**config.mk**
```make
export PLATFORM = sky130hd
export DESIGN_NAME = tcw_ctrl_flat
export DESIGN_NICKNAME = d
export VERILOG_FILES = /design/src/rtl/tcw_pkg.sv /design/src/rtl/tcw_in_if.sv /design/src/rtl/tcw_out_if.sv /design/src/rtl/tcw_ctrl.sv /design/src/flat_wrapper.sv
export SDC_FILE = /design/constraint.sdc
export NUM_CORES = 1
export LEC_CHECK = 0
export BUFFER_PORTS_ARGS = -buffer_cell sky130_fd_sc_hd__buf_2
export CORE_ASPECT_RATIO = 1.4
export CORE_MARGIN = 5
export CORE_UTILIZATION = 45
export CTS_CLUSTER_SIZE = 8
export DETAILED_ROUTE_END_ITERATION = 10
export GPL_TIMING_DRIVEN = 0
export HOLD_SLACK_MARGIN = 0.12
export PLACE_DENSITY_LB_ADDON = 0.3
export SETUP_SLACK_MARGIN = 0.02
export SYNTH_ARGS = -nofsm -noshare
export SYNTH_HDL_FRONTEND = slang
export SYNTH_SLANG_ARGS = --single-unit
```
**constraint.sdc**
```tcl
create_clock -name clk -period 10.6 [get_ports clk]
set_input_delay 0.53 -clock clk [delete_from_list [all_inputs] [get_ports clk]]
set_output_delay 0.53 -clock clk [all_outputs]
set_load 0.005 [all_outputs]
```
**src/rtl/tcw_pkg.sv**
```systemverilog
// shared types and constants of the text console cell writer
`timescale 1ns / 1ps

package tcw_pkg;

  localparam int COLUMNS_DEF = 80;
  localparam int ROWS_DEF    = 45;

  localparam int CHAR_W  = 8;
  localparam int COLOR_W = 32;
  localparam int OP_W    = 3;

  localparam logic [CHAR_W-1:0]  BLANK_CHAR = 8'd32;
  localparam logic [COLOR_W-1:0] BLACK_RGBA = 32'hFF00_0000;
  localparam logic [COLOR_W-1:0] WHITE_RGBA = 32'hFFFF_FFFF;

  typedef enum logic [OP_W-1:0] {
    OP_PUT_CHAR   = 3'd0,
    OP_NEWLINE    = 3'd1,
    OP_CLEAR      = 3'd2,
    OP_HOME       = 3'd3,
    OP_SET_CURSOR = 3'd4,
    OP_SET_COLOR  = 3'd5,
    OP_READ_CELL  = 3'd6
  } op_t;

  typedef enum logic [2:0] {
    ST_INIT,
    ST_IDLE,
    ST_EXEC,
    ST_SCROLL,
    ST_CLEAR,
    ST_READ,
    ST_POST
  } state_t;

  typedef struct packed {
    logic [CHAR_W-1:0]  char_code;
    logic [COLOR_W-1:0] color;
  } cell_t;

endpackage

```
**src/rtl/tcw_in_if.sv**
```systemverilog
// request channel of the text console cell writer
`timescale 1ns / 1ps

interface tcw_in_if #(
  parameter int COL_W = 7,
  parameter int ROW_W = 6
);
  logic                        valid;
  logic                        ready;
  logic [tcw_pkg::OP_W-1:0]    operation;
  logic [tcw_pkg::CHAR_W-1:0]  char_code;
  logic [tcw_pkg::COLOR_W-1:0] color;
  logic                        use_current_color;
  logic [COL_W-1:0]            column;
  logic [ROW_W-1:0]            row;

  modport source (
    output valid, operation, char_code, color, use_current_color, column, row,
    input  ready
  );
  modport sink (
    input  valid, operation, char_code, color, use_current_color, column, row,
    output ready
  );
endinterface

```
**src/rtl/tcw_out_if.sv**
```systemverilog
// result channel of the text console cell writer
`timescale 1ns / 1ps

interface tcw_out_if #(
  parameter int COL_W = 7,
  parameter int ROW_W = 6,
  parameter int LIN_W = 12
);
  logic                        valid;
  logic                        ready;
  logic [tcw_pkg::CHAR_W-1:0]  cell_char;
  logic [tcw_pkg::COLOR_W-1:0] cell_color;
  logic [COL_W-1:0]            cursor_col;
  logic [ROW_W-1:0]            cursor_row;
  logic [LIN_W-1:0]            cursor_linear;
  logic [tcw_pkg::COLOR_W-1:0] active_color;

  modport source (
    output valid, cell_char, cell_color, cursor_col, cursor_row, cursor_linear,
           active_color,
    input  ready
  );
  modport sink (
    input  valid, cell_char, cell_color, cursor_col, cursor_row, cursor_linear,
           active_color,
    output ready
  );
endinterface

```
**src/rtl/tcw_ctrl.sv**
```systemverilog
// sequencer: cursor state, ring row mapping, scroll and clear sweeps, result register
`timescale 1ns / 1ps

module tcw_ctrl #(
  parameter int COLUMNS = tcw_pkg::COLUMNS_DEF,
  parameter int ROWS    = tcw_pkg::ROWS_DEF,
  parameter int CELLS   = COLUMNS * ROWS,
  parameter int ADDR_W  = $clog2(CELLS)
) (
  input  logic               clk,
  input  logic               rst,
  tcw_in_if.sink             cmd,
  tcw_out_if.source          rsp,
  output logic               ram_we,
  output logic [ADDR_W-1:0]  ram_addr,
  output tcw_pkg::cell_t     ram_wcell,
  input  tcw_pkg::cell_t     ram_rcell
);

  localparam int COL_W = $clog2(COLUMNS + 1);
  localparam int ROW_W = $clog2(ROWS);
  localparam int LIN_W = $clog2(CELLS + 1);

  tcw_pkg::state_t state, state_next;
  tcw_pkg::op_t    op;

  logic [ADDR_W-1:0]           cnt, cnt_next;
  logic [ROW_W-1:0]            top, top_next;
  logic [COL_W-1:0]            cur_col, col_next;
  logic [ROW_W-1:0]            cur_row, row_next;
  logic [tcw_pkg::COLOR_W-1:0] pen, pen_next;
  logic [tcw_pkg::CHAR_W-1:0]  rd_char, rd_char_next;
  logic [tcw_pkg::COLOR_W-1:0] rd_color, rd_color_next;

  logic [tcw_pkg::CHAR_W-1:0]  q_char;
  logic [tcw_pkg::COLOR_W-1:0] q_color;
  logic                        q_use;
  logic [COL_W-1:0]            q_x;
  logic [ROW_W-1:0]            q_y;

  logic                        rsp_valid;
  logic [tcw_pkg::CHAR_W-1:0]  rsp_char;
  logic [tcw_pkg::COLOR_W-1:0] rsp_color;
  logic [COL_W-1:0]            rsp_col;
  logic [ROW_W-1:0]            rsp_row;
  logic [LIN_W-1:0]            rsp_lin;
  logic [tcw_pkg::COLOR_W-1:0] rsp_pen;

  logic                        accept;
  logic                        done;
  logic                        rsp_free;
  logic                        rsp_load;

  logic                        wrap;
  logic [ROW_W:0]              row_inc;
  logic [ROW_W:0]              row1_w;
  logic [ROW_W-1:0]            row1;
  logic [COL_W-1:0]            col1;
  logic                        put_scroll;
  logic                        nl_scroll;
  logic [COL_W-1:0]            rx;
  logic [ROW_W-1:0]            ry;
  logic [tcw_pkg::COLOR_W-1:0] put_color;
  logic [ROW_W-1:0]            map_row;
  logic [COL_W-1:0]            map_col;
  logic [ROW_W:0]              ring_sum;
  logic [ROW_W-1:0]            phys_row;
  logic [LIN_W-1:0]            phys_lin;
  logic [ADDR_W-1:0]           phys_addr;

  assign cmd.ready = (state == tcw_pkg::ST_IDLE);
  assign accept    = cmd.valid && cmd.ready;
  assign rsp_free  = !rsp_valid || rsp.ready;

  // put_char wraps a pending column first, then may need a scroll
  assign wrap       = (cur_col >= COL_W'(COLUMNS));
  assign row_inc    = {1'b0, cur_row} + (ROW_W+1)'(1);
  assign row1_w     = wrap ? row_inc : {1'b0, cur_row};
  assign row1       = row1_w[ROW_W-1:0];
  assign col1       = wrap ? '0 : cur_col;
  assign put_scroll = (row1_w > (ROW_W+1)'(ROWS - 1));
  assign nl_scroll  = (row_inc > (ROW_W+1)'(ROWS - 1));
  assign put_color  = q_use ? pen : q_color;

  assign rx = (q_x > COL_W'(COLUMNS - 1)) ? COL_W'(COLUMNS - 1) : q_x;
  assign ry = (q_y > ROW_W'(ROWS - 1)) ? ROW_W'(ROWS - 1) : q_y;

  // rows live in a ring: logical row 0 sits at physical row top
  always_comb begin
    if (state == tcw_pkg::ST_SCROLL) begin
      map_row = '0;
      map_col = cnt[COL_W-1:0];
    end else if (op == tcw_pkg::OP_READ_CELL) begin
      map_row = ry;
      map_col = rx;
    end else begin
      map_row = row1;
      map_col = col1;
    end
  end

  assign ring_sum  = {1'b0, top} + {1'b0, map_row};
  assign phys_row  = (ring_sum >= (ROW_W+1)'(ROWS)) ?
                     ROW_W'(ring_sum - (ROW_W+1)'(ROWS)) : ring_sum[ROW_W-1:0];
  assign phys_lin  = LIN_W'(phys_row) * LIN_W'(COLUMNS) + LIN_W'(map_col);
  assign phys_addr = phys_lin[ADDR_W-1:0];

  always_comb begin
    state_next    = state;
    cnt_next      = cnt;
    top_next      = top;
    col_next      = cur_col;
    row_next      = cur_row;
    pen_next      = pen;
    rd_char_next  = rd_char;
    rd_color_next = rd_color;
    ram_we        = 1'b0;
    ram_addr      = phys_addr;
    ram_wcell     = '0;
    done          = 1'b0;

    case (state)
      tcw_pkg::ST_INIT: begin
        ram_we   = 1'b1;
        ram_addr = cnt;
        cnt_next = cnt + ADDR_W'(1);
        if (cnt == ADDR_W'(CELLS - 1)) begin
          cnt_next   = '0;
          state_next = tcw_pkg::ST_IDLE;
        end
      end
      tcw_pkg::ST_IDLE: begin
        if (accept) begin
          state_next = tcw_pkg::ST_EXEC;
        end
      end
      tcw_pkg::ST_EXEC: begin
        rd_char_next  = '0;
        rd_color_next = '0;
        case (op)
          tcw_pkg::OP_PUT_CHAR: begin
            pen_next = put_color;
            if (put_scroll) begin
              // scroll first, then this state runs again to write the cell
              col_next   = '0;
              row_next   = ROW_W'(ROWS - 1);
              cnt_next   = '0;
              state_next = tcw_pkg::ST_SCROLL;
            end else begin
              ram_we    = 1'b1;
              ram_wcell = '{char_code: q_char, color: put_color};
              col_next  = col1 + COL_W'(1);
              row_next  = row1;
              done      = 1'b1;
            end
          end
          tcw_pkg::OP_NEWLINE: begin
            col_next = '0;
            if (nl_scroll) begin
              cnt_next   = '0;
              state_next = tcw_pkg::ST_SCROLL;
            end else begin
              row_next = row_inc[ROW_W-1:0];
              done     = 1'b1;
            end
          end
          tcw_pkg::OP_CLEAR: begin
            cnt_next   = '0;
            top_next   = '0;
            col_next   = '0;
            row_next   = '0;
            pen_next   = tcw_pkg::BLACK_RGBA;
            state_next = tcw_pkg::ST_CLEAR;
          end
          tcw_pkg::OP_HOME: begin
            col_next = '0;
            row_next = '0;
            done     = 1'b1;
          end
          tcw_pkg::OP_SET_CURSOR: begin
            col_next = (q_x > COL_W'(COLUMNS)) ? COL_W'(COLUMNS) : q_x;
            row_next = ry;
            done     = 1'b1;
          end
          tcw_pkg::OP_SET_COLOR: begin
            pen_next = q_color;
            done     = 1'b1;
          end
          tcw_pkg::OP_READ_CELL: begin
            state_next = tcw_pkg::ST_READ;
          end
          default: begin
            done = 1'b1;
          end
        endcase
      end
      tcw_pkg::ST_SCROLL: begin
        // zero the old top row, which becomes the new bottom row
        ram_we   = 1'b1;
        cnt_next = cnt + ADDR_W'(1);
        if (cnt == ADDR_W'(COLUMNS - 1)) begin
          cnt_next = '0;
          top_next = (top == ROW_W'(ROWS - 1)) ? '0 : top + ROW_W'(1);
          if (op == tcw_pkg::OP_PUT_CHAR) begin
            state_next = tcw_pkg::ST_EXEC;
          end else begin
            done = 1'b1;
          end
        end
      end
      tcw_pkg::ST_CLEAR: begin
        ram_we    = 1'b1;
        ram_addr  = cnt;
        ram_wcell = '{char_code: tcw_pkg::BLANK_CHAR, color: tcw_pkg::BLACK_RGBA};
        cnt_next  = cnt + ADDR_W'(1);
        if (cnt == ADDR_W'(CELLS - 1)) begin
          cnt_next = '0;
          done     = 1'b1;
        end
      end
      tcw_pkg::ST_READ: begin
        rd_char_next  = ram_rcell.char_code;
        rd_color_next = ram_rcell.color;
        done          = 1'b1;
      end
      tcw_pkg::ST_POST: begin
        if (rsp_free) begin
          state_next = tcw_pkg::ST_IDLE;
        end
      end
      default: begin
        state_next = tcw_pkg::ST_IDLE;
      end
    endcase

    if (done) begin
      state_next = rsp_free ? tcw_pkg::ST_IDLE : tcw_pkg::ST_POST;
    end
  end

  // next values equal the held ones while waiting in post
  assign rsp_load = (done || (state == tcw_pkg::ST_POST)) && rsp_free;

  always_ff @(posedge clk) begin
    if (rst) begin
      state     <= tcw_pkg::ST_INIT;
      cnt       <= '0;
      top       <= '0;
      cur_col   <= '0;
      cur_row   <= '0;
      pen       <= tcw_pkg::WHITE_RGBA;
      rsp_valid <= 1'b0;
    end else begin
      state   <= state_next;
      cnt     <= cnt_next;
      top     <= top_next;
      cur_col <= col_next;
      cur_row <= row_next;
      pen     <= pen_next;
      if (rsp_load) begin
        rsp_valid <= 1'b1;
      end else if (rsp.ready) begin
        rsp_valid <= 1'b0;
      end
    end
  end

  always_ff @(posedge clk) begin
    rd_char  <= rd_char_next;
    rd_color <= rd_color_next;
    if (accept) begin
      op      <= tcw_pkg::op_t'(cmd.operation);
      q_char  <= cmd.char_code;
      q_color <= cmd.color;
      q_use   <= cmd.use_current_color;
      q_x     <= cmd.column;
      q_y     <= cmd.row;
    end
    if (rsp_load) begin
      rsp_char  <= rd_char_next;
      rsp_color <= rd_color_next;
      rsp_col   <= col_next;
      rsp_row   <= row_next;
      rsp_lin   <= LIN_W'(row_next) * LIN_W'(COLUMNS) + LIN_W'(col_next);
      rsp_pen   <= pen_next;
    end
  end

  assign rsp.valid         = rsp_valid;
  assign rsp.cell_char     = rsp_char;
  assign rsp.cell_color    = rsp_color;
  assign rsp.cursor_col    = rsp_col;
  assign rsp.cursor_row    = rsp_row;
  assign rsp.cursor_linear = rsp_lin;
  assign rsp.active_color  = rsp_pen;

endmodule

```
**src/flat_wrapper.sv**
```systemverilog
// flat-port wrapper written by rule: the top's interface ports become plain ports
module tcw_ctrl_flat 
#(
  parameter int COLUMNS = tcw_pkg::COLUMNS_DEF,
  parameter int ROWS    = tcw_pkg::ROWS_DEF,
  parameter int CELLS   = COLUMNS * ROWS,
  parameter int ADDR_W  = $clog2(CELLS)
)
  (clk, rst, ram_we, ram_addr, ram_wcell, ram_rcell, cmd_valid, cmd_operation, cmd_char_code, cmd_color, cmd_use_current_color, cmd_column, cmd_row, cmd_ready, rsp_valid, rsp_cell_char, rsp_cell_color, rsp_cursor_col, rsp_cursor_row, rsp_cursor_linear, rsp_active_color, rsp_ready);
  tcw_in_if cmd_i ();
  tcw_out_if rsp_i ();
  input  logic clk;
  input  logic rst;
  output logic ram_we;
  output logic [ADDR_W-1:0] ram_addr;
  output tcw_pkg::cell_t ram_wcell;
  input  tcw_pkg::cell_t ram_rcell;
  input wire logic [$bits(cmd_i.valid)-1:0] cmd_valid;
  input wire logic [$bits(cmd_i.operation)-1:0] cmd_operation;
  input wire logic [$bits(cmd_i.char_code)-1:0] cmd_char_code;
  input wire logic [$bits(cmd_i.color)-1:0] cmd_color;
  input wire logic [$bits(cmd_i.use_current_color)-1:0] cmd_use_current_color;
  input wire logic [$bits(cmd_i.column)-1:0] cmd_column;
  input wire logic [$bits(cmd_i.row)-1:0] cmd_row;
  output wire logic [$bits(cmd_i.ready)-1:0] cmd_ready;
  output wire logic [$bits(rsp_i.valid)-1:0] rsp_valid;
  output wire logic [$bits(rsp_i.cell_char)-1:0] rsp_cell_char;
  output wire logic [$bits(rsp_i.cell_color)-1:0] rsp_cell_color;
  output wire logic [$bits(rsp_i.cursor_col)-1:0] rsp_cursor_col;
  output wire logic [$bits(rsp_i.cursor_row)-1:0] rsp_cursor_row;
  output wire logic [$bits(rsp_i.cursor_linear)-1:0] rsp_cursor_linear;
  output wire logic [$bits(rsp_i.active_color)-1:0] rsp_active_color;
  input wire logic [$bits(rsp_i.ready)-1:0] rsp_ready;
  assign cmd_i.valid = cmd_valid;
  assign cmd_i.operation = cmd_operation;
  assign cmd_i.char_code = cmd_char_code;
  assign cmd_i.color = cmd_color;
  assign cmd_i.use_current_color = cmd_use_current_color;
  assign cmd_i.column = cmd_column;
  assign cmd_i.row = cmd_row;
  assign cmd_ready = cmd_i.ready;
  assign rsp_valid = rsp_i.valid;
  assign rsp_cell_char = rsp_i.cell_char;
  assign rsp_cell_color = rsp_i.cell_color;
  assign rsp_cursor_col = rsp_i.cursor_col;
  assign rsp_cursor_row = rsp_i.cursor_row;
  assign rsp_cursor_linear = rsp_i.cursor_linear;
  assign rsp_active_color = rsp_i.active_color;
  assign rsp_i.ready = rsp_ready;
  tcw_ctrl #(.COLUMNS(COLUMNS), .ROWS(ROWS), .CELLS(CELLS), .ADDR_W(ADDR_W)) u_core (.clk(clk), .rst(rst), .cmd(cmd_i), .rsp(rsp_i), .ram_we(ram_we), .ram_addr(ram_addr), .ram_wcell(ram_wcell), .ram_rcell(ram_rcell));
endmodule
```
==> flow_summary.yaml <==
run_status:
  status: "completed"
clock_network:
  cts_hold_buf: 0
  clk_pin_slew_ns: 0.05
  root_buffer: "clkbuf_16"
  clk_path_buf_depth: 3
  clock_sinks: 257
  cts_setup_buffers: 0
  cts_tree: "yes"
  clk_latency_ns: 0.51
  cts_resized: 0
  cts_buffers: 38
  cts_max_level: 2
critical_path:
  startpoint_type: "flip-flop"
  crit_family: "adder cells"
  worst-endpoint-required_ns: 10.07
  path_buf_inv: 4
  worst_setup_path_end_kind: "output port"
  crit_fanout: 10
  cpMostUsedCell: "ha_1"
  critPathMaxStageDelay_ns: 0.56
  arrival_ns: 6.57
  setup.worst_path.class: "reg2out"
  cp_slowest_cell: "fa_1"
  path_cells: "clkbuf_1 -> nor2b_1 -> nand2_1 -> clkbuf_1 -> a211oi_1 -> ha_1 -> inv_1 -> fa_1 -> ha_1 -> o21ai_0 -> nor3_1 -> o21ai_0 -> nand2_1 -> o21ai_0 -> ha_1 -> ha_1 -> fa_1 -> nand2_1 -> nor2_1 -> nand3_1 -> xnor2_1 -> xnor2_1 -> mux2_2 -> buf_2"
cells_and_area:
  final_common_cell: "buf_2"
  final_cell_mix: "buf_2, edfxtp_1, dfxtp_1, nor2_1, a21oi_1"
  final_nets: 1482
  fin_cells: 1693
  finish.utilization_pct: 56.7
  synthToLayoutAreaGrowth_pct: 24.6
  drive_gt1_share_pct: 25.9
  n_fill_cell: 2211
route:
  drt-vias-per-instance: 5.47
  num_vias: 9258
  first_iter_violations: 620
  dr.pass1.iters: 5
  routed_wl_um: 32100
  drt-wirelength-per-cell_um: 18.9
  drc: 0
  ant_nets: 0
sta:
  hold_viol_final: 0
  clock_skew_ns: 0.0200
  relSlewSlack_pct: 37.7
  maxSlewViolCount: 0
  max_slew.worst_pin.slew_ns: 0.931
  period_minus_slack_ns: 7.10
  setup_tns_ns: 0
  finalCritPeriodShare_pct: 67.0
  setup_viol: 0
  max_clock_freq_mhz: 141
  rsz0062_at_grt: "no"
power_and_ir_drop:
  vdd_drop_max_v: 0.000129
  cellPowerDensity_mw_per_mm2: 150
  fin_total_pwr_mw: 2.20
  leakage_nw: 6.02
global_route:
  grt_pass1_vias: 9421
  grt_max_degree: 58
  grt_overflow: 0
  grt_pass1_wl_um: 50400
  grtUsageTotal_pct: 21.2
  antenna_found_initial: 9
synthesis:
  synth_xor_area_share_pct: 2.96
  synth.yosys.warnings: 0
  synthAdderAreaFrac_pct: 4.76
  avgSynthCellArea_um2: 11.3
  synth-edff-count: 150
  ys.flop_type: "edfxtp_1"
  synthCells: 1043
  synth_top_family_by_area: "compound AO/OA/AOI/OAI gates"
  ys_seq_elements: 257
  synthMuxAreaShare_pct: 3.84
  synth_area_mm2: 0.0118
  synth_nets: 1186
  synth-compound-area-share_pct: 16.4
  yosysUniqueCellTypes: 83
  synth-simple-area-share_pct: 12.7
  ys_seq_area_share_pct: 56.2
  async_flop_share_pct: 0
placed_design:
  globalplace.congestion: 0.926
  dpl.hpwl_um: 23700
  place_inst: 1623
  numPortBuffers: 252
run:
  maxCapViolCount: 0
floorplan:
  die_height_um: 202
  rows: 70
  coreArea_mm2: 0.0260
  chipWidth_um: 147
  initial_core_util_pct: 45.5
  die-area_mm2: 0.0297
  ios: 253
worst_hold_path:
  hold_class: "in2reg"
[cells by family (layout without fill, tap and decap cells)]
family,count (synthesis),after routing
simple gates,300,300
buf+inv,88,410
mux,44,44
compound gates,272,272
xor+xnor,40,40
fa+ha+maj,42,42
other cells,0,4
flops,257,257
[layout make-up]
| type | count | area, µm² | share of cell area [%] |
|---|---|---|---|
| Timing Repair Buffer | 256 | 1370 | 9.30 |
| Sequential cell | 257 | 6650 | 45.1 |
| Multi-Input combinational cell | 698 | 4820 | 32.7 |
| Inverter | 30 | 113 | 0.764 |
| Buffer | 58 | 269 | 1.82 |
| Clock buffer | 63 | 1070 | 7.23 |
| Clock inverter | 3 | 41.3 | 0.280 |
| Antenna cell | 4 | 10.0 | 0.0679 |
| Tap cell | 324 | 405 | 2.75 |
[flip-flops by register name, summed over array words and instances (netlist names), 8 cells and up]
register and flops:
u_core.cnt 12, u_core.q_color 32, u_core.pen 32, u_core.rsp.cell_char 8, u_core.rsp.active_color 32, u_core.rd_char 8, u_core.rd_color 32, u_core.q_char 8
u_core.rsp.cell_color 32, u_core.rsp.cursor_linear 12
[path summary, 6_finish.rpt]
check	start	to	slack [ns]	cells past startpoint
worst max-delay path	u_core.op[1]	ram_addr[11]	3.50	24
worst min-delay path	cmd_color[15]	u_core.q_color[15]	0.19	1
worst max register to register	u_core.cur_row[1]	u_core.rsp.cursor_linear[11]	5.47	17
worst min register to register	u_core.rd_color[2]	u_core.rd_color[2]	0.47	1
[stage by stage]
step	cell area, µm²	setup WS [ns]	hold slack (ns)
finish	14700	3.50	0.191
global route	14700	2.93	0.166
CTS	14700	3.48	0.165
detailed placement	13600	4.02	0.456
global placement	13500	0.925	0.451
floorplan	11800	3.86	0.439
[report_power, final]
part | internal, mW | total, mW | switching [mW]
Sequential | 1.05 | 1.06 | 0.00555
Combinational | 0.0199 | 0.0383 | 0.0184
Clock | 0.683 | 1.11 | 0.424
Total | 1.76 | 2.20 | 0.448
[metal layers]
metal	share of wire (%)	up-vias	track usage (%)
met1	37	4402	23.3
met2	52	326	37.9
li1	-	4440	-
met4	3.5	8	9.09
met5	0.17	-	0
met3	7.1	82	5.97
[Yosys cell counts, types with 10 or more instances]
library cell	n	share of area (%)
edfxtp_1	150	38
dfxtp_1	107	18
nor2_1	97	3.1
a21oi_1	66	2.8
a22o_1	65	4.8
nand2_1	61	1.9
o21ai_0	50	2.1
nand2b_1	41	2.2
clkbuf_1	39	1.2
ha_1	37	3.9
mux2i_1	36	3.0
inv_1	28	0.89
xnor2_1	28	2.1
and2_1	20	1.1
nand3_1	18	0.76
xor2_1	12	0.89
buf_2	11	0.47
nor2b_1	10	0.53
(Power assumes the default switching activity.)
